===== config.mk =====
export PLATFORM = sky130hd
export DESIGN_NAME = ola_back_flat
export DESIGN_NICKNAME = d
export VERILOG_FILES = /design/src/rtl/core/ola_pkg.sv /design/src/rtl/core/ola_out_if.sv /design/src/rtl/core/ola_back.sv /design/src/flat_wrapper.sv
export SDC_FILE = /design/constraint.sdc
export NUM_CORES = 1
export LEC_CHECK = 0
export BUFFER_PORTS_ARGS = -buffer_cell sky130_fd_sc_hd__buf_4
export CAP_MARGIN = 10
export CORE_MARGIN = 10
export CORE_UTILIZATION = 45
export CTS_CLUSTER_SIZE = 16
export DETAILED_ROUTE_END_ITERATION = 7
export PLACE_DENSITY = 0.68
export REMOVE_ABC_BUFFERS = 1
export SYNTH_ARGS = -nofsm -noshare
export SYNTH_HDL_FRONTEND = slang
export SYNTH_SLANG_ARGS = --single-unit

===== constraint.sdc =====
create_clock -name clk -period 7.9 [get_ports clk]
set_clock_uncertainty 0.2 [all_clocks]
set_input_delay 1.975 -clock clk [delete_from_list [all_inputs] [get_ports clk]]
set_output_delay 1.975 -clock clk [all_outputs]
set_load 0.01 [all_outputs]

===== src/rtl/core/ola_pkg.sv =====
// Shared types, constants and saturation helpers for the obstacle lane assignment block.
package ola_pkg;

  localparam int POS_W       = 32;   // Q16.16 positions
  localparam int WID_W       = 24;   // Q8.16 obstacle width
  localparam int COEF_W      = 48;   // Q16.32 line coefficients
  localparam int LO_W        = 32;   // low part of a coefficient in the split multiply
  localparam int FRAC_SHIFT  = 16;   // product rescale, Q16.32 * Q16.16 -> Q16.32
  localparam int SUM_W       = 66;   // Horner step sum before saturation
  localparam int F_W         = 52;   // doubled offset and its width-adjusted copies
  localparam int D_W         = 54;   // lane decision compare width
  localparam int OFF_SHIFT   = 17;   // doubled Q16.32 -> Q16.16
  localparam int OFF_W       = 33;   // centre offset output
  localparam int SHR_W       = F_W - OFF_SHIFT;
  localparam int CIDX_W      = 4;
  localparam int Q_DEPTH_DEF = 16;

  typedef logic signed [COEF_W-1:0] coef_t;

  localparam coef_t LEFT_OFFSET_RST  = -48'sd7516192768;   // -1.75 m
  localparam coef_t RIGHT_OFFSET_RST = 48'sd7516192768;    // +1.75 m

  // twice the 0.5 m overlap margin, Q16.32
  localparam logic signed [D_W-1:0] MARGIN = 54'sd4294967296;

  typedef enum logic [CIDX_W-1:0] {
    REG_LEFT_OFFSET     = 4'd0,
    REG_LEFT_SLOPE      = 4'd1,
    REG_LEFT_CURV       = 4'd2,
    REG_LEFT_CURV_RATE  = 4'd3,
    REG_RIGHT_OFFSET    = 4'd4,
    REG_RIGHT_SLOPE     = 4'd5,
    REG_RIGHT_CURV      = 4'd6,
    REG_RIGHT_CURV_RATE = 4'd7
  } reg_idx_t;

  typedef enum logic [2:0] {
    LANE_NONE         = 3'd0,
    LANE_LEFT         = 3'd1,
    LANE_LEFT_CENTRE  = 3'd2,
    LANE_CENTRE       = 3'd3,
    LANE_CENTRE_RIGHT = 3'd4,
    LANE_RIGHT        = 3'd5,
    LANE_ALL          = 3'd6
  } lane_code_t;

  typedef struct packed {
    coef_t left_offset;
    coef_t left_slope;
    coef_t left_curv;
    coef_t left_curv_rate;
    coef_t right_offset;
    coef_t right_slope;
    coef_t right_curv;
    coef_t right_curv_rate;
  } ola_cfg_t;

  typedef struct packed {
    logic signed [POS_W-1:0] z;
    logic signed [POS_W-1:0] lat;
    logic [WID_W-1:0]        wid;
    logic                    away;
  } ola_item_t;

  typedef struct packed {
    logic signed [F_W-1:0] f2;
    logic signed [F_W-1:0] fpv;
    logic signed [F_W-1:0] fmv;
    logic                  away;
  } ola_mid_t;

  function automatic coef_t sat48(input logic signed [SUM_W-1:0] x);
    if (x[SUM_W-1:COEF_W-1] == {(SUM_W-COEF_W+1){x[SUM_W-1]}}) begin
      return x[COEF_W-1:0];
    end else if (x[SUM_W-1]) begin
      return {1'b1, {(COEF_W-1){1'b0}}};
    end else begin
      return {1'b0, {(COEF_W-1){1'b1}}};
    end
  endfunction

  function automatic logic signed [OFF_W-1:0] sat33(input logic signed [SHR_W-1:0] x);
    if (x[SHR_W-1:OFF_W-1] == {(SHR_W-OFF_W+1){x[SHR_W-1]}}) begin
      return x[OFF_W-1:0];
    end else if (x[SHR_W-1]) begin
      return {1'b1, {(OFF_W-1){1'b0}}};
    end else begin
      return {1'b0, {(OFF_W-1){1'b1}}};
    end
  endfunction

endpackage


===== src/rtl/core/ola_out_if.sv =====
// Result channel: valid/ready plus lane code and centre offset.
interface ola_out_if;
  import ola_pkg::*;
  logic                    valid;
  logic                    ready;
  logic [2:0]              lane_code;
  logic signed [OFF_W-1:0] centre_offset;

  modport source (output valid, output lane_code, output centre_offset, input ready);
  modport sink (input valid, input lane_code, input centre_offset, output ready);
endinterface


===== src/rtl/core/ola_back.sv =====
// Back end: lane decision, centre offset rounding and the output register.
module ola_back (
  input  logic              clk,
  input  logic              rst_n,
  input  ola_pkg::ola_cfg_t cfg,
  input  logic              head_valid,
  input  ola_pkg::ola_mid_t head_data,
  output logic              pop,
  ola_out_if.source         out_if
);
  import ola_pkg::*;

  logic signed [D_W-1:0]   d;
  logic signed [D_W-1:0]   w_r, w3_r;
  logic signed [D_W-1:0]   f2, fpv, fmv;
  lane_code_t              code;
  logic signed [OFF_W-1:0] off;
  logic                    out_valid_r, out_valid_nxt;
  lane_code_t              code_r;
  logic signed [OFF_W-1:0] off_r;

  // lane width terms follow the registers; they settle well before the next word arrives
  assign d = D_W'(cfg.right_offset) - D_W'(cfg.left_offset);

  always_ff @(posedge clk) begin
    w_r  <= d[D_W-1] ? -d : d;
    w3_r <= w_r + (w_r <<< 1);
  end

  assign f2  = D_W'(head_data.f2);
  assign fpv = D_W'(head_data.fpv);
  assign fmv = D_W'(head_data.fmv);

  always_comb begin
    code = LANE_NONE;
    if (fpv < -w3_r || fmv > w3_r) begin
      code = LANE_NONE;
    end else if (f2 >= -w_r && f2 <= w_r && head_data.away) begin
      code = LANE_CENTRE;
      if (fpv > w_r + MARGIN) begin
        code = LANE_CENTRE_RIGHT;
        if (fmv < -w_r - MARGIN) begin
          code = LANE_ALL;
        end
      end
    end else if (f2 >= -w3_r && f2 <= -w_r) begin
      code = LANE_LEFT;
      if (fpv > -w_r + MARGIN) begin
        code = LANE_LEFT_CENTRE;
        if (fpv > w_r + MARGIN) begin
          code = LANE_ALL;
        end
      end
    end else if (f2 >= w_r && f2 <= w3_r) begin
      code = LANE_RIGHT;
      if (fmv < w_r - MARGIN) begin
        code = LANE_CENTRE_RIGHT;
        if (fmv < -w_r - MARGIN) begin
          code = LANE_ALL;
        end
      end
    end
  end

  // arithmetic shift gives the floor of the halved offset
  assign off = sat33(head_data.f2[F_W-1:OFF_SHIFT]);

  assign pop = head_valid && (!out_valid_r || out_if.ready);

  always_comb begin
    out_valid_nxt = out_valid_r;
    if (pop) begin
      out_valid_nxt = 1'b1;
    end else if (out_if.ready) begin
      out_valid_nxt = 1'b0;
    end
  end

  always_ff @(posedge clk) begin
    if (!rst_n) begin
      out_valid_r <= 1'b0;
    end else begin
      out_valid_r <= out_valid_nxt;
    end
  end

  always_ff @(posedge clk) begin
    if (pop) begin
      code_r <= code;
      off_r  <= off;
    end
  end

  assign out_if.valid         = out_valid_r;
  assign out_if.lane_code     = code_r;
  assign out_if.centre_offset = off_r;

endmodule


===== src/flat_wrapper.sv =====
// flat-port wrapper written by rule: the top's interface ports become plain ports
module ola_back_flat import ola_pkg::*;
  (clk, rst_n, cfg, head_valid, head_data, pop, out_if_valid, out_if_lane_code, out_if_centre_offset, out_if_ready);
  ola_out_if out_if_i ();
  input  logic clk;
  input  logic rst_n;
  input  ola_pkg::ola_cfg_t cfg;
  input  logic head_valid;
  input  ola_pkg::ola_mid_t head_data;
  output logic pop;
  output wire logic [$bits(out_if_i.valid)-1:0] out_if_valid;
  output wire logic [$bits(out_if_i.lane_code)-1:0] out_if_lane_code;
  output wire logic [$bits(out_if_i.centre_offset)-1:0] out_if_centre_offset;
  input wire logic [$bits(out_if_i.ready)-1:0] out_if_ready;
  assign out_if_valid = out_if_i.valid;
  assign out_if_lane_code = out_if_i.lane_code;
  assign out_if_centre_offset = out_if_i.centre_offset;
  assign out_if_i.ready = out_if_ready;
  ola_back u_core (.clk(clk), .rst_n(rst_n), .cfg(cfg), .head_valid(head_valid), .head_data(head_data), .pop(pop), .out_if(out_if_i));
endmodule

==> run metrics <==
pwr dens between 200 and 300 nW/um^2; number of remaining DRC errors 0; Critical Path Stages 22; Startpoint Class register; CTS tree done; CP max FO 6; detailed-route via count 25600; Seq pwr share 0.164; clock buffer depth 2; r2r worst-path depth 22; Starting DRT DRC Count ~2300; Post-DRT Antenna Nets 0; crit-path max cell delay approximately 550 ps; area delta synth->final 14.4%; WL per Instance 21.5 um; number of synthesized flops with an enable pin 36; Setup Crit Path Kind reg2reg; endpoint class of the critical path register; Comb power frac 0.734; crit path buf inv count 2; Mapped Cells around 3300; Core Area between 50000 and 60000 um^2; fin. max-slew vios 0; Routed WL 93.6 mm; post-synthesis simple-gate area fraction 0.186; clock slew at reported path FFs 80 ps; endpoints failing hold 0; chip height around 260 um; Leak ~15 nW; num ports 583; WP data arrival 7300 ps; Root Driver clkbuf_16; Place WS between 800 and 900 ps; Setup Buffers After CTS 0; flops & latches, synth 145; TritonCTS buffer count 17; Post-Synth XOR/XNOR Area 0.109; hold crit path type reg2reg; hold_buf cts 0; Post-Syn Area between 20000 and 30000 um^2; Post-DP Area 29700 um^2; post-synthesis cell type count 90; PortBufs 294; Total Negative Setup Slacks 0 ps; starting density of the core 0.457; synthesized area per cell 8.12 um^2; main combinational cell family by area after synthesis adder cells; initial antenna violation count 21; clock network power share 0.102; design area 30300 um^2; post-DP HPWL 82.3 mm; final setup margin 682 ps; largest net degree at the start of global routing 38; GPL Wtd Cong 0.992; Slowest-stage cell, CP or4_1; Compound-Gate Fraction of Synth Area 0.211; total power 8.32 mW; worst vdd ir 0.185 mV; most frequent cells after synthesis 688 x ha_1, 255 x xnor2_1, 248 x nand2_1; placed instance count 4309; status finished, final reports clean; worst slew pin tran 1190 ps; fin crit share 0.914; cell taking the most area after synthesis ha_1; unrepaired setup endpoints after global routing false; H-tree depth 4; share of cells above drive strength 1 0.105; final non-filler cell total 4353; Final nets 4799; Worst slew margin 0.185; Final setup viols 0; Fill cells 5659; switching power share of the total 0.520; Die Wd 263 um; area share of the largest cell type after synthesis 0.324; CP cell instances nor4_1 -> nand3_1 -> nor2_1 -> nand2_1 -> nor4_1 -> nand2_1 -> or4_1 -> nor3_1 -> buf_4 -> nand4_1 -> nor3_1 -> xnor2_1 -> ha_1 -> nand4_1 -> nor4_1 -> buf_4 -> nand3_1 -> o211ai_1 -> mux2_2 -> a21oi_1 -> a221oi_1 -> nor3_1; Internal 4.00 mW; vias in the first global route 24400; sequential area share after synthesis 0.123; switching pwr 4.33 mW; Avg Vias per Cell 5.89; top_reg_cell synth dfxtp_1; row count between 80 and 90; fmax approximately 140 MHz; Synth Area in Adders 0.327; ys async rst share 0; worst hold path depth 0; DR pass1 iterations 5; first-pass GRT wire length approximately 140 mm; CTS sink count 145; critical path's top delay family simple AND/OR/NAND/NOR gates; min Tclk post-route 7220 ps; CTS resizes 0; Clock Latency Late Sink about 500 ps; grt ovf 0; GRT Total Usage 0.260; multiplexer area fraction after synthesis 0.00325; most common cell in the netlist ha_1; die area slightly below 70000 um^2; top post-synthesis cells by area ha_1 32%, xnor2_1 8.4%, dfxtp_1 8.2%, a21o_1 6.8%, a21oi_1 4.5%; max-cap violations 0; Synth warnings 0; Worst Path Required 7980 ps
[layout make-up]
| class | count | area, um^2 | area share |
|---|---|---|---|
| sequential | 145 | 3260 | 0.108 |
| clock buffer | 17 | 425 | 0.0140 |
| antenna | 11 | 27.5 | 0.000907 |
| tap | 765 | 957 | 0.0315 |
| multi-input combinational | 2850 | 22300 | 0.733 |
| clock inverter | 15 | 166 | 0.00548 |
| timing repair buffer | 313 | 2360 | 0.0777 |
| inverter | 237 | 890 | 0.0293 |
[registers in the layout, summed over array words and instances (netlist names)]
name and count:
u_core.w3_r 54, u_core.w_r 54, u_core.out_if.centre_offset 33, u_core.out_if.lane_code 3, u_core.out_if.valid 1
[power groups by stage]
stage | registers [mW] | logic, mW | clock network, mW
6_report | 1.36 | 6.11 | 0.852
4_1_cts | 1.34 | 5.98 | 0.869
5_1_grt | 1.38 | 6.80 | 0.894
3_5_place_dp | 1.36 | 5.95 | 0
3_3_place_gp | 1.36 | 5.86 | 0
2_1_floorplan | 1.24 | 4.28 | 0
[metal layers]
layer  vias to the layer above  routed length, um  track usage
li1                      12700                  -            -
met1                     11800              44500        0.368
met2                       999              37300        0.376
met3                       125               9240       0.0665
met4                        18               2410       0.0779
met5                         -                 97            0
[logic make-up (layout without fill, tap and decap cells)]
kind of cell	Yosys count	after routing
AOI/OAI and AO/OA	861	861
xor gates and xnor gates	319	319
adders and majority gates	693	693
buffers and inverters	277	582
DFF	145	145
muxes	8	8
other	1	16
and+or+nand+nor	964	964
[worst reg2reg max path, cell delays in order, from the launching register on]
cell      delay (ps)
dfxtp_1          380
nor4_1           420
nand3_1          240
nor2_1           450
nand2_1          190
nor4_1           370
nand2_1          140
or4_1            550
nor3_1           220
buf_4            170
nand4_1          200
nor3_1           290
xnor2_1          130
ha_1             550
nand4_1          220
nor4_1           460
buf_4            210
nand3_1          220
o211ai_1         340
mux2_2           420
a21oi_1          250
a221oi_1         130
nor3_1           270
[worst paths after layout]
check                                            start                                       end  slack, ps
worst max-delay path            u_core.w3_r[5]$_DFF_P_  u_core.out_if.lane_code[0]$_SDFFCE_PP0P_        680
worst min-delay path             u_core.w_r[0]$_DFF_P_                    u_core.w3_r[0]$_DFF_P_        330
worst max register to register  u_core.w3_r[5]$_DFF_P_  u_core.out_if.lane_code[0]$_SDFFCE_PP0P_        680
worst min register to register   u_core.w_r[0]$_DFF_P_                    u_core.w3_r[0]$_DFF_P_        330
[cells in the final DEF, fill, tap and decap left out, types with 109 or more instances in the layout]
master   synthesis  routed
o21ai_0        141     141
a21oi_1        240     239
dfxtp_1        109     109
inv_1          236     236
nand2_1        248     248
buf_4            0     312
ha_1           688     688
a21o_1         242     242
nand4_1        148     148
nor2_1         189     189
xnor2_1        255     255
[stage by stage]
| step | util | hold slack [ps] |
|---|---|---|
| floorplan | - | 225 |
| global placement | 0.512 | 307 |
| detailed placement | 0.512 | 301 |
| CTS | 0.522 | 312 |
| global route | 0.523 | 347 |
| finish | 0.523 | 328 |
(Power assumes the default switching activity.)
