<file path="src/rtl/core/ola_pkg.sv">
// Shared types, constants and saturation helpers for the obstacle lane assignment block.
package ola_pkg;

  localparam int POS_W       = 32;   // Q16.16 positions
  localparam int WID_W       = 24;   // Q8.16 obstacle width
  localparam int COEF_W      = 48;   // Q16.32 line coefficients
  localparam int LO_W        = 32;   // low part of a coefficient in the split multiply
  localparam int FRAC_SHIFT  = 16;   // product rescale, Q16.32 * Q16.16 -> Q16.32
  localparam int SUM_W       = 66;   // Horner step sum before saturation
  localparam int F_W         = 52;   // doubled offset and its width-adjusted copies
  localparam int D_W         = 54;   // lane decision compare width
  localparam int OFF_SHIFT   = 17;   // doubled Q16.32 -> Q16.16
  localparam int OFF_W       = 33;   // centre offset output
  localparam int SHR_W       = F_W - OFF_SHIFT;
  localparam int CIDX_W      = 4;
  localparam int Q_DEPTH_DEF = 16;

  typedef logic signed [COEF_W-1:0] coef_t;

  localparam coef_t LEFT_OFFSET_RST  = -48'sd7516192768;   // -1.75 m
  localparam coef_t RIGHT_OFFSET_RST = 48'sd7516192768;    // +1.75 m

  // twice the 0.5 m overlap margin, Q16.32
  localparam logic signed [D_W-1:0] MARGIN = 54'sd4294967296;

  typedef enum logic [CIDX_W-1:0] {
    REG_LEFT_OFFSET     = 4'd0,
    REG_LEFT_SLOPE      = 4'd1,
    REG_LEFT_CURV       = 4'd2,
    REG_LEFT_CURV_RATE  = 4'd3,
    REG_RIGHT_OFFSET    = 4'd4,
    REG_RIGHT_SLOPE     = 4'd5,
    REG_RIGHT_CURV      = 4'd6,
    REG_RIGHT_CURV_RATE = 4'd7
  } reg_idx_t;

  typedef enum logic [2:0] {
    LANE_NONE         = 3'd0,
    LANE_LEFT         = 3'd1,
    LANE_LEFT_CENTRE  = 3'd2,
    LANE_CENTRE       = 3'd3,
    LANE_CENTRE_RIGHT = 3'd4,
    LANE_RIGHT        = 3'd5,
    LANE_ALL          = 3'd6
  } lane_code_t;

  typedef struct packed {
    coef_t left_offset;
    coef_t left_slope;
    coef_t left_curv;
    coef_t left_curv_rate;
    coef_t right_offset;
    coef_t right_slope;
    coef_t right_curv;
    coef_t right_curv_rate;
  } ola_cfg_t;

  typedef struct packed {
    logic signed [POS_W-1:0] z;
    logic signed [POS_W-1:0] lat;
    logic [WID_W-1:0]        wid;
    logic                    away;
  } ola_item_t;

  typedef struct packed {
    logic signed [F_W-1:0] f2;
    logic signed [F_W-1:0] fpv;
    logic signed [F_W-1:0] fmv;
    logic                  away;
  } ola_mid_t;

  function automatic coef_t sat48(input logic signed [SUM_W-1:0] x);
    if (x[SUM_W-1:COEF_W-1] == {(SUM_W-COEF_W+1){x[SUM_W-1]}}) begin
      return x[COEF_W-1:0];
    end else if (x[SUM_W-1]) begin
      return {1'b1, {(COEF_W-1){1'b0}}};
    end else begin
      return {1'b0, {(COEF_W-1){1'b1}}};
    end
  endfunction

  function automatic logic signed [OFF_W-1:0] sat33(input logic signed [SHR_W-1:0] x);
    if (x[SHR_W-1:OFF_W-1] == {(SHR_W-OFF_W+1){x[SHR_W-1]}}) begin
      return x[OFF_W-1:0];
    end else if (x[SHR_W-1]) begin
      return {1'b1, {(OFF_W-1){1'b0}}};
    end else begin
      return {1'b0, {(OFF_W-1){1'b1}}};
    end
  endfunction

endpackage

</file>
<file path="src/rtl/core/ola_cfg_if.sv">
// Configuration write channel: valid/ready plus register index and data.
interface ola_cfg_if;
  import ola_pkg::*;
  logic              valid;
  logic              ready;
  logic [CIDX_W-1:0] index;
  coef_t             data;

  modport source (output valid, output index, output data, input ready);
  modport sink (input valid, input index, input data, output ready);
endinterface

</file>
<file path="src/rtl/core/ola_regs.sv">
// Lane-line coefficient registers written over the configuration channel.
module ola_regs (
  input  logic              clk,
  input  logic              rst_n,
  ola_cfg_if.sink           cfg_if,
  output ola_pkg::ola_cfg_t cfg
);
  import ola_pkg::*;

  ola_cfg_t cfg_r;

  assign cfg_if.ready = 1'b1;
  assign cfg = cfg_r;

  always_ff @(posedge clk) begin
    if (!rst_n) begin
      cfg_r.left_offset     <= LEFT_OFFSET_RST;
      cfg_r.left_slope      <= '0;
      cfg_r.left_curv       <= '0;
      cfg_r.left_curv_rate  <= '0;
      cfg_r.right_offset    <= RIGHT_OFFSET_RST;
      cfg_r.right_slope     <= '0;
      cfg_r.right_curv      <= '0;
      cfg_r.right_curv_rate <= '0;
    end else if (cfg_if.valid) begin
      unique case (cfg_if.index)
        REG_LEFT_OFFSET:     cfg_r.left_offset     <= cfg_if.data;
        REG_LEFT_SLOPE:      cfg_r.left_slope      <= cfg_if.data;
        REG_LEFT_CURV:       cfg_r.left_curv       <= cfg_if.data;
        REG_LEFT_CURV_RATE:  cfg_r.left_curv_rate  <= cfg_if.data;
        REG_RIGHT_OFFSET:    cfg_r.right_offset    <= cfg_if.data;
        REG_RIGHT_SLOPE:     cfg_r.right_slope     <= cfg_if.data;
        REG_RIGHT_CURV:      cfg_r.right_curv      <= cfg_if.data;
        REG_RIGHT_CURV_RATE: cfg_r.right_curv_rate <= cfg_if.data;
        default: ;  // drop writes to unmapped indexes
      endcase
    end
  end

endmodule

</file>
<file path="src/flat_wrapper.sv">
// flat-port wrapper written by rule: the top's interface ports become plain ports
module ola_regs_flat import ola_pkg::*;
  (clk, rst_n, cfg, cfg_if_valid, cfg_if_index, cfg_if_data, cfg_if_ready);
  ola_cfg_if cfg_if_i ();
  input  logic clk;
  input  logic rst_n;
  output ola_pkg::ola_cfg_t cfg;
  input wire logic [$bits(cfg_if_i.valid)-1:0] cfg_if_valid;
  input wire logic [$bits(cfg_if_i.index)-1:0] cfg_if_index;
  input wire logic [$bits(cfg_if_i.data)-1:0] cfg_if_data;
  output wire logic [$bits(cfg_if_i.ready)-1:0] cfg_if_ready;
  assign cfg_if_i.valid = cfg_if_valid;
  assign cfg_if_i.index = cfg_if_index;
  assign cfg_if_i.data = cfg_if_data;
  assign cfg_if_ready = cfg_if_i.ready;
  ola_regs u_core (.clk(clk), .rst_n(rst_n), .cfg_if(cfg_if_i), .cfg(cfg));
endmodule
</file>
<file path="config.mk">
export PLATFORM = sky130hd
export DESIGN_NAME = ola_regs_flat
export DESIGN_NICKNAME = d
export VERILOG_FILES = /design/src/rtl/core/ola_pkg.sv /design/src/rtl/core/ola_cfg_if.sv /design/src/rtl/core/ola_regs.sv /design/src/flat_wrapper.sv
export SDC_FILE = /design/constraint.sdc
export NUM_CORES = 1
export LEC_CHECK = 0
export BUFFER_PORTS_ARGS = -buffer_cell sky130_fd_sc_hd__buf_4
export CORE_MARGIN = 2
export CORE_UTILIZATION = 46
export CTS_CLUSTER_SIZE = 25
export DETAILED_ROUTE_END_ITERATION = 16
export GPL_ROUTABILITY_DRIVEN = 1
export PLACE_DENSITY = 0.76
export SYNTH_ARGS = -nofsm -noshare
export SYNTH_HDL_FRONTEND = slang
export SYNTH_SLANG_ARGS = --single-unit
</file>
<file path="constraint.sdc">
create_clock -name clk -period 1.27 [get_ports clk]
set_clock_uncertainty 0.05 [all_clocks]
set_input_delay 0.127 -clock clk [delete_from_list [all_inputs] [get_ports clk]]
set_output_delay 0.127 -clock clk [all_outputs]
set_load 0.01 [all_outputs]
</file>
==> metrics, run 1 <==
Die W=177 um; total of max-cap violations=0; clk slew on worst S/H paths=0.06 ns; row cnt=63; post-DR wirelength/cell=19.0 um; Ports=440; worst hold slack=0.0211 ns; vias in the first global route=11114; vias per cell=5.11; DIE AREA=0.0314 mm^2; static leakage=0.00932 uW; outcome=finished, final reports clean; HP Start=cfg_if_data[15]; Worst Setup Start Kind=flop; Hold Path Class=in -> reg; fin worst setup slack=0.0444 ns; Largest register FFs=384; number of DRC markers in iteration 0=641; pwr dens=1290 mW/mm^2; Post-CTS Setup Inserts=0; Synthesized Nets=1387; yosys warns=0; post-synthesis sequential area ratio=55.6%; synth unique cells=24; Hold Crit Endpoint=u_core.cfg[63]; # setup viols final=0; GP Congestion=0.870; Buffers & Inverters on Critical Path=1; Hold Vio Cnt, Final=0; Worst setup EP type=primary output; Reg2Reg Depth=3; number of flops mapped to enable cells by yosys=0; Die Ht=177 um; Synth-to-Final Area Change=41.0%; RSZ-0062 raised after global routing=false; ys flop type=dfxtp_1; final WL=42300 um; crit path kind=reg -> out; maximum fanout along the worst path=2; Placement Setup Slack=-0.175 ns; Core Area=0.0296 mm^2; crit share post-route=96.5%; Fin Setup TNS=0 ns; Initial Utilization=46.6%; layout cells sized above 1=31.7%; area of the mapped netlist=0.0138 mm^2; Initial DRT Pass Iterations=6; via count=11367; synthesized instance count=1332; crit path cell chain=buf_4; max incr delay on CP=0.39 ns; clk buf depth=3; Crit path max-delay family=flip-flops; fillers=2336; flops & latches, synth=384; setup slack, reg-to-reg=0.48 ns; largest net degree at the start of global routing=40; CTS tree=done; CP arrival=1.05 ns; gr ovfl total=0; All-Layer GR Usage=25.7%; TritonCTS Buffers=40; Max Slew Vio Count=0; final instance area=0.0195 mm^2; PortBufs=438; asr flop ratio synth=0%; DP Area=0.0180 mm^2; first-pass GRT wire length=63000 um; syn_area_per_cell=10.4 um^2; Pwr Total=25100 uW; worst skew pair latency=0.50 ns; reg2reg start=u_core.cfg[176]; CTS HTree Levels=2; ANT nets after route=0; CTS root buf=clkbuf_16; RR Endpoint=u_core.cfg[176]; Required @ worst endpoint=1.09 ns; Slowest cell on crit path=dfxtp_1; worst ir drop on vdd=0.997 mV; DP HPWL=29800 um; nets@finish=1860; CTS sink cnt=384; Hold Crit Depth=3; Tmin final=1.23 ns; Fmax=0.816 GHz; # DRC=0; initial antenna violation count=1
cell type report:
| cell class | count | area, um^2 | share of cell area [%] |
|---|---|---|---|
| clock buffers | 56 | 1150 | 5.91 |
| clock inverters | 13 | 101 | 0.520 |
| well taps | 390 | 488 | 2.50 |
| flip-flops and latches | 384 | 7690 | 39.5 |
| multi-input cells | 834 | 5630 | 28.9 |
| diodes | 1 | 2.50 | 0.0128 |
| inverters | 17 | 63.8 | 0.327 |
| repair buffers | 528 | 4360 | 22.4 |
worst max-delay path by stage:
stage	slack, ns	cells after the start	from	end
2_1_floorplan	-0.07	7	cfg_if_index[2]	u_core.cfg[315]
3_3_place_gp	-0.1	6	cfg_if_index[3]	u_core.cfg[214]
3_5_place_dp	-0.17	6	cfg_if_index[3]	u_core.cfg[219]
4_1_cts	0.04	1	u_core.cfg[223]	cfg[223]
5_1_grt	0.02	1	u_core.cfg[161]	cfg[161]
6_report	0.04	1	u_core.cfg[281]	cfg[281]
Yosys cell counts, types with 3 or more instances:
master	number	area share (%)
buf_2	22	0.80
mux2i_1	366	27
nand2b_1	3	0.14
nand2_1	415	11
inv_1	17	0.46
dfxtp_1	384	56
clkbuf_1	53	1.4
buf_4	13	0.71
o211ai_1	17	0.92
nand3_1	16	0.58
nor2_1	3	0.081
buf_6	6	0.49
routing by layer:
layer | up-vias | part of all wire (%) | global-route usage, %
li1 | 5343 | - | -
met1 | 5461 | 41 | 31.6
met2 | 456 | 47 | 42.5
met3 | 107 | 7.4 | 6.26
met4 | 0 | 4.4 | 11.7
met5 | - | 0 | 0
placed cells by master, fill, tap and decap left out:
master / synthesis / final
nand2_2: 0 / 1
and2_1: 1 / 1
nand3_1: 16 / 16
or3_4: 0 / 2
dlygate4sd3_1: 0 / 19
nor4_4: 0 / 1
dfxtp_1: 384 / 384
clkinv_2: 0 / 8
bufinv_16: 0 / 1
nor2_4: 0 / 2
nand2_1: 415 / 414
buf_4: 13 / 481
clkbuf_16: 0 / 41
o211ai_1: 17 / 17
buf_12: 0 / 27
nand3b_4: 1 / 1
clkbuf_1: 53 / 8
nor3_4: 0 / 1
nand2b_4: 0 / 1
nor2_2: 0 / 1
nor2b_1: 2 / 2
nor3b_4: 1 / 1
mux2i_1: 366 / 366
clkinvlp_4: 0 / 3
a21oi_1: 2 / 2
diode_2: 0 / 1
conb_1: 1 / 1
inv_1: 17 / 17
inv_6: 0 / 1
nand2b_1: 3 / 2
buf_8: 0 / 1
clkbuf_8: 0 / 7
o31ai_1: 2 / 2
cell families (layout without fill, tap and decap cells):
| family | after synthesis | count (layout) | synth area share, % |
|---|---|---|---|
| and+or+nand+nor | 446 | 446 | 12.7 |
| muxes | 366 | 366 | 26.5 |
| AOI/OAI and AO/OA | 21 | 21 | 1.10 |
| buffers and inverters | 114 | 614 | 3.98 |
| DFF | 384 | 384 | 55.6 |
| other | 1 | 2 | 0.0271 |
report_power, final:
part	switching [uW]	internal (uW)
Clock	4660	6530
Sequential	94.6	12200
Combinational	911	686
metrics by stage:
stage | std cells | util (%)
6_report | 2223 | 65.7
5_1_grt | 2223 | 65.7
4_1_cts | 2222 | 65.7
3_5_place_dp | 2134 | 60.9
3_3_place_gp | 2134 | 60.9
2_1_floorplan | 1332 | -
repair_timing:
item | in CTS | in global routing
hold endpoints to repair | 27 | 0
hold buffers | 19 | 0
resized for setup | 0 | 0
No activity file was read; power rests on OpenSTA's default activity.
==> inputs of run 2 (changes only) <==
--- a/config.mk
+++ b/config.mk
@@ -6,6 +6,7 @@
 export NUM_CORES = 1
 export LEC_CHECK = 0
 export BUFFER_PORTS_ARGS = -buffer_cell sky130_fd_sc_hd__buf_4
+export CORE_ASPECT_RATIO = 1.25
 export CORE_MARGIN = 2
 export CORE_UTILIZATION = 46
 export CTS_CLUSTER_SIZE = 25
==> run 2 against run 1 <==
Compared with the run above: first-iteration DRC count shrank 7.5%; sequential share of layout area shrank 0.61 points; worst hold slack gained 0.011 ns; fmax grew 0.53%; worst setup slack gained 0.0065 ns; count of clock-buffer cells in the layout shrank 4; via count shrank 0.25%; sequential cell count is the same; critical path depth is the same; sequential power is essentially flat; global-route usage grew 0.91 points; wire length grew 2.8%; critical endpoint is now cfg[382]; largest cell class unchanged; largest power group unchanged.
==> metrics, run 2 (same netlist as run 1, synthesis figures left out) <==
nets@finish=1869 (was 1860); crit share post-route=96.0% (was 96.5%); via count=11339 (was 11367); # setup viols final=0 (unchanged); Slowest cell on crit path=dfxtp_1 (unchanged); Final Non-Filler Cells=2241 (was 2223); vias in the first global route=11716 (was 11114); PortBufs=438 (unchanged); clk slew on worst S/H paths=0.06 ns (about the same); outcome=finished, final reports clean (unchanged); Initial DRT Pass Iterations=6 (unchanged); CP arrival=1.04 ns (was 1.05 ns); Worst setup EP type=primary output (unchanged); commonest non-fill, non-tap cells in the layout=buf_4, nand2_1, dfxtp_1 (unchanged); Crit path max-delay family=flip-flops (unchanged); Core Area=0.0294 mm^2 (was 0.0296 mm^2); crit path kind=reg -> out (unchanged); CTS root buf=clkbuf_16 (unchanged); CTS HTree Levels=2 (unchanged); final core occ=67.2% (was 65.7%); fin worst setup slack=0.0508 ns (was 0.0444 ns); Buffers & Inverters on Critical Path=1 (unchanged); pwr dens=1320 mW/mm^2 (was 1290 mW/mm^2); All-Layer GR Usage=26.6% (was 25.7%); post-DR wirelength/cell=19.4 um (was 19.0 um); Initial Utilization=47.0% (was 46.6%); Max Slew Vio Count=0 (unchanged); max incr delay on CP=0.38 ns (was 0.39 ns); clk buf depth=3 (unchanged); Ports=440 (unchanged); gr ovfl total=0 (unchanged); crit path cell chain=buf_4 (unchanged); total of max-cap violations=0 (unchanged); Slew @ Worst Pin=0.523 ns; DP HPWL=30500 um (was 29800 um); CTS sink cnt=384 (unchanged); layout cells sized above 1=32.2% (was 31.7%); Fmax=0.820 GHz (was 0.816 GHz); Synth-to-Final Area Change=43.2% (was 41.0%); Hold Vio Cnt, Final=0 (unchanged); # DRC=0 (unchanged); maximum fanout along the worst path=2 (unchanged); most common cell after layout, fill and taps aside=buf_4 (unchanged); Post-Place Cells=2147 (was 2134); ANT nets after route=0 (unchanged); Slew headroom=65.1%; RSZ-0062 raised after global routing=false (unchanged); Worst Setup Start Kind=flop (unchanged); Hold Path Class=in -> reg (unchanged); TritonCTS Buffers=38 (was 40); row cnt=70 (was 63); Tmin final=1.22 ns (was 1.23 ns); worst ir drop on vdd=1.05 mV (was 0.997 mV); largest net degree at the start of global routing=37 (was 40); number of DRC markers in iteration 0=593 (was 641); final WL=43500 um (was 42300 um); static leakage=0.00945 uW (was 0.00932 uW); GP Congestion=0.826 (was 0.870); Placement Setup Slack=-0.210 ns (was -0.175 ns); vias per cell=5.06 (was 5.11); Required @ worst endpoint=1.09 ns (about the same); Largest register FFs=384 (unchanged); DIE AREA=0.0315 mm^2 (was 0.0314 mm^2); Die W=159 um (was 177 um); CTS tree=done (unchanged); first-pass GRT wire length=66000 um (was 63000 um); Die Ht=198 um (was 177 um); worst skew pair latency=0.51 ns (was 0.50 ns); initial antenna violation count=1 (unchanged)
## run 2: changes by cell type in the layout (fill, tap and decap cells not counted), sizes merged
| cell | change |
|---|---|
| buf | +7 |
| bufinv | +5 |
| clkbuf | -4 |
| dlygate4sd3 | +4 |
| clkinvlp | +1 |
| inv | -1 |
## run 2: cell type report
class | instances | area (um^2)
Sequential cell | 384 | 7690
Timing Repair Buffer | 539 | 4520
Clock inverter | 18 | 250
Multi-Input combinational cell | 834 | 5640
Inverter | 17 | 63.8
Clock buffer | 52 | 1140
Fill cell | 2258 | 9640
Antenna cell | 1 | 2.50
Tap cell | 396 | 495
## run 2: worst paths after layout
path,depth (start not counted),from,end,slack (ns)
worst max-delay path,1,u_core.cfg[382],cfg[382],0.05
worst min-delay path,3,cfg_if_data[14],u_core.cfg[62],0.03
worst min register to register,2,u_core.cfg[193],u_core.cfg[193],0.41
worst max register to register,3,u_core.cfg[366],u_core.cfg[366],0.51
## run 2: through the flow
step	total power [uW]	instance area (um^2)	TNS, ns	hold WS (ns)
finish	26200	19800	0	0.0324
global placement	14100	18200	-24.77	0.331
CTS	26300	19800	0	0.0171
global route	27000	19800	0	0.0553
floorplan	13300	13900	-2.45	0.239
detailed placement	14100	18200	-37.09	0.338
## run 2: report_power, final
part | internal, uW | total [uW] | switching (uW)
Clock | 7520 | 12200 | 4730
Sequential | 12200 | 12300 | 93.5
Combinational | 713 | 1630 | 921
## run 2: repair_timing
action                                 CTS  global route
setup endpoints to repair                0            38
gates resized for setup                  0             2
hold buffers                            23             0
buffers inserted                         0             0
endpoints found under the hold margin   37             0
## run 2: routing by layer
| metal | GRT usage (%) | share of wire (%) |
|---|---|---|
| met5 | 0 | 0 |
| met4 | 13.3 | 4.9 |
| met3 | 6.74 | 7.0 |
| met2 | 47.5 | 50 |
| met1 | 29.4 | 38 |
==> inputs of run 3 (changes only) <==
--- a/config.mk
+++ b/config.mk
@@ -5,14 +5,15 @@
 export SDC_FILE = /design/constraint.sdc
 export NUM_CORES = 1
 export LEC_CHECK = 0
+export ABC_AREA = 1
 export BUFFER_PORTS_ARGS = -buffer_cell sky130_fd_sc_hd__buf_4
 export CORE_ASPECT_RATIO = 1.25
 export CORE_MARGIN = 2
-export CORE_UTILIZATION = 46
+export CORE_UTILIZATION = 47
 export CTS_CLUSTER_SIZE = 25
 export DETAILED_ROUTE_END_ITERATION = 16
 export GPL_ROUTABILITY_DRIVEN = 1
-export PLACE_DENSITY = 0.76
+export PLACE_DENSITY = 0.77
 export SYNTH_ARGS = -nofsm -noshare
 export SYNTH_HDL_FRONTEND = slang
 export SYNTH_SLANG_ARGS = --single-unit
==> run 3 against run 2 <==
Compared with the run above: die area rose by 5.3%; wire length up 11%; sequential share of layout area fell by 1.8 points; critical path depth unchanged; synthesized cell count up 65%; sequential power barely moved; worst hold slack gained 0.049 ns; cell count increased by 37%; non-clock buffer count grew 9; combinational power rose by 50%; synthesized area up 7.8%; critical endpoint is now cfg[132]; largest power group unchanged.
==> metrics, run 3 <==
outcome=finished, final reports clean (unchanged); syn_area_per_cell=6.77 um^2 (was 10.4 um^2); ys flop type=dfxtp_1 (unchanged); final WL=48300 um (was 43500 um); DP HPWL=33000 um (was 30500 um); vias per cell=4.96 (was 5.06); asr flop ratio synth=0% (unchanged); fin worst setup slack=0.0307 ns (was 0.0508 ns); most common cell in the netlist=nor2_1 (was nand2_1); crit path kind=reg -> out (unchanged); RR Endpoint=u_core.cfg[370] (was u_core.cfg[366]); most common cell after layout, fill and taps aside=nor2_1 (was buf_4); top cell type's share of synthesized area=51.6% (was 55.6%); HP Start=cfg_if_index[2] (was cfg_if_data[14]); # DRC=0 (unchanged); number of DRC markers in iteration 0=1233 (was 593); TritonCTS Buffers=38 (unchanged); crit path cell chain=buf_4 (unchanged); Hold Crit Depth=4 (was 3); synthesized instance count=2198 (was 1332); Initial DRT Pass Iterations=7 (was 6); gr ovfl total=0 (unchanged); Post-CTS Setup Inserts=0 (unchanged); layout cells sized above 1=21.6% (was 32.2%); CTS tree=done (unchanged); top cells by instance count after synthesis=nor2_1, nand2_1, dfxtp_1 (was nand2_1, dfxtp_1, mux2i_1); Final Non-Filler Cells=3077 (was 2241); Hold Vio Cnt, Final=0 (unchanged); Fin Setup TNS=0 ns (unchanged); RSZ-0062 raised after global routing=false (unchanged); commonest non-fill, non-tap cells in the layout=nor2_1, nand2_1, buf_4 (was buf_4, nand2_1, dfxtp_1); Buffers & Inverters on Critical Path=1 (unchanged); CTS sink cnt=384 (unchanged); Core Area=0.0311 mm^2 (was 0.0294 mm^2); Max Slew Vio Count=0 (unchanged); area of the multi-input gates=0.00614 mm^2 (was 0.00564 mm^2); # setup viols final=0 (unchanged); largest net degree at the start of global routing=97 (was 37); vias in the first global route=14019 (was 11716); CTS root buf=clkbuf_16 (unchanged); Seq. cell area=0.00769 mm^2 (about the same); pwr dens=1270 mW/mm^2 (was 1320 mW/mm^2); nets@finish=2697 (was 1869); Die Ht=203 um (was 198 um); clk slew on worst S/H paths=0.06 ns (about the same); n_diodes=0 (was 1); number of flops mapped to enable cells by yosys=0 (unchanged); Synthesized Nets=2253 (was 1387); worst skew pair latency=0.53 ns (was 0.51 ns); Tmin final=1.24 ns (was 1.22 ns); PortBufs=438 (unchanged); static leakage=0.0102 uW (was 0.00945 uW); row cnt=72 (was 70); DIE AREA=0.0331 mm^2 (was 0.0315 mm^2); Slowest cell on crit path=dfxtp_1 (unchanged); Hold Path Class=in -> reg (unchanged); setup slack, reg-to-reg=0.10 ns (was 0.51 ns); Crit path max-delay family=flip-flops (unchanged); Yosys top cell by area=dfxtp_1 (unchanged); ANT nets after route=0 (unchanged); Worst Setup Start Kind=flop (unchanged); first-pass GRT wire length=74300 um (was 66000 um); post-synthesis sequential area ratio=51.6% (was 55.6%); Pwr Total=26300 uW (was 26200 uW); synth unique cells=15 (was 24); fillers=2542 (was 2258); Synth-to-Final Area Change=39.4% (was 43.2%); crit share post-route=97.6% (was 96.0%); Fmax=0.807 GHz (was 0.820 GHz); CTS HTree Levels=2 (unchanged); post-DR wirelength/cell=15.7 um (was 19.4 um); via count=15273 (was 11339); max incr delay on CP=0.38 ns (about the same); Die W=163 um (was 159 um); reg2reg start=u_core.cfg[370] (was u_core.cfg[366]); total of max-cap violations=0 (unchanged); Initial Utilization=47.9% (was 47.0%); yosys warns=0 (unchanged); worst ir drop on vdd=1.22 mV (was 1.05 mV); initial antenna violation count=0 (was 1); top cells by area, synth=dfxtp_1, nor2_1, nand2_1 (was dfxtp_1, mux2i_1, nand2_1); GP Congestion=0.835 (was 0.826); flops & latches, synth=384 (unchanged); CP arrival=1.06 ns (was 1.04 ns); Placement Setup Slack=-0.136 ns (was -0.210 ns); Post-Place Cells=2958 (was 2147); Required @ worst endpoint=1.09 ns (about the same); Reg2Reg Depth=3 (unchanged); maximum fanout along the worst path=2 (unchanged); area of the mapped netlist=0.0149 mm^2 (was 0.0138 mm^2); Worst setup EP type=primary output (unchanged); clk buf depth=3 (unchanged); All-Layer GR Usage=28.0% (was 26.6%); Hold Crit Endpoint=u_core.cfg[174] (was u_core.cfg[62]); Ports=440 (unchanged); Largest register FFs=384 (unchanged)
## run 3: cell types whose count changed in the layout (fill, tap and decap cells not counted), moves of 6 or more
cell           delta
mux2i_1         -366
inv_1           +115
buf_4            -17
nor2_4            +6
dlygate4sd3_1    +26
nor2_1          +730
nand4_1          +97
nand2_1         +262
o211ai_1         -17
## run 3: kinds of logic (layout without fill, tap and decap cells)
group	Yosys count	count (layout)	share of synthesized area [%]
simple gates	1536	1536	40.7
flops	384	384	51.6
buf+inv	277	749	7.65
other cells	1	1	0.0252
## run 3: worst max path at each step
stage / startpoint / to / slack (ns) / depth (start not counted)
floorplan: cfg_if_index[3] / u_core.cfg[199] / 0.10 / 6
global placement: cfg_if_index[3] / u_core.cfg[58] / -0.11 / 8
detailed placement: cfg_if_index[3] / u_core.cfg[57] / -0.14 / 8
CTS: u_core.cfg[372] / cfg[372] / 0.004 / 1
global route: u_core.cfg[132] / cfg[132] / 0.005 / 1
finish: u_core.cfg[132] / cfg[132] / 0.03 / 1
## run 3: through the flow
stage               hold slack [ns]  utilization, %  instance area [um^2]
floorplan                     0.190               -                 14900
global placement              0.299            61.0                 19000
detailed placement            0.304            61.0                 19000
CTS                          0.0687            66.7                 20700
global route                  0.102            66.8                 20800
finish                       0.0814            66.8                 20800
## run 3: where the power goes
| group | internal [uW] | switching (uW) | total (uW) | leakage, uW |
|---|---|---|---|---|
| logic | 1020 | 1440 | 2450 | 0.00649 |
| clock network | 6620 | 4780 | 11400 | 0.000641 |
| registers | 12300 | 152 | 12500 | 0.00311 |
| total | 19900 | 6370 | 26300 | 0.0102 |
## run 3: layout make-up
| type | instances | area share (%) |
|---|---|---|
| clock buffers | 54 | 5.61 |
| clock inverters | 14 | 0.512 |
| flip-flops and latches | 384 | 37.0 |
| well taps | 407 | 2.45 |
| inverters | 133 | 2.40 |
| multi-input cells | 1537 | 29.6 |
| repair buffers | 548 | 22.4 |
## run 3: repair_timing
| item | 4_1_cts | 5_1_grt |
|---|---|---|
| resized for setup | 0 | 6 |
| setup endpoints to repair | 0 | 3 |
| hold endpoints to repair | 193 | 0 |
| hold buffers | 50 | 0 |
## run 3: routing by layer
metal | GRT usage (%) | wire [um] | part of all wire [%] | vias to the layer above
met1 | 32.7 | 18500 | 38 | 7031
met3 | 6.13 | 3700 | 7.7 | 138
met5 | 0 | 0 | 0 | -
li1 | - | - | - | 7498
met4 | 15.0 | 2750 | 5.7 | 0
met2 | 47.7 | 23300 | 48 | 606
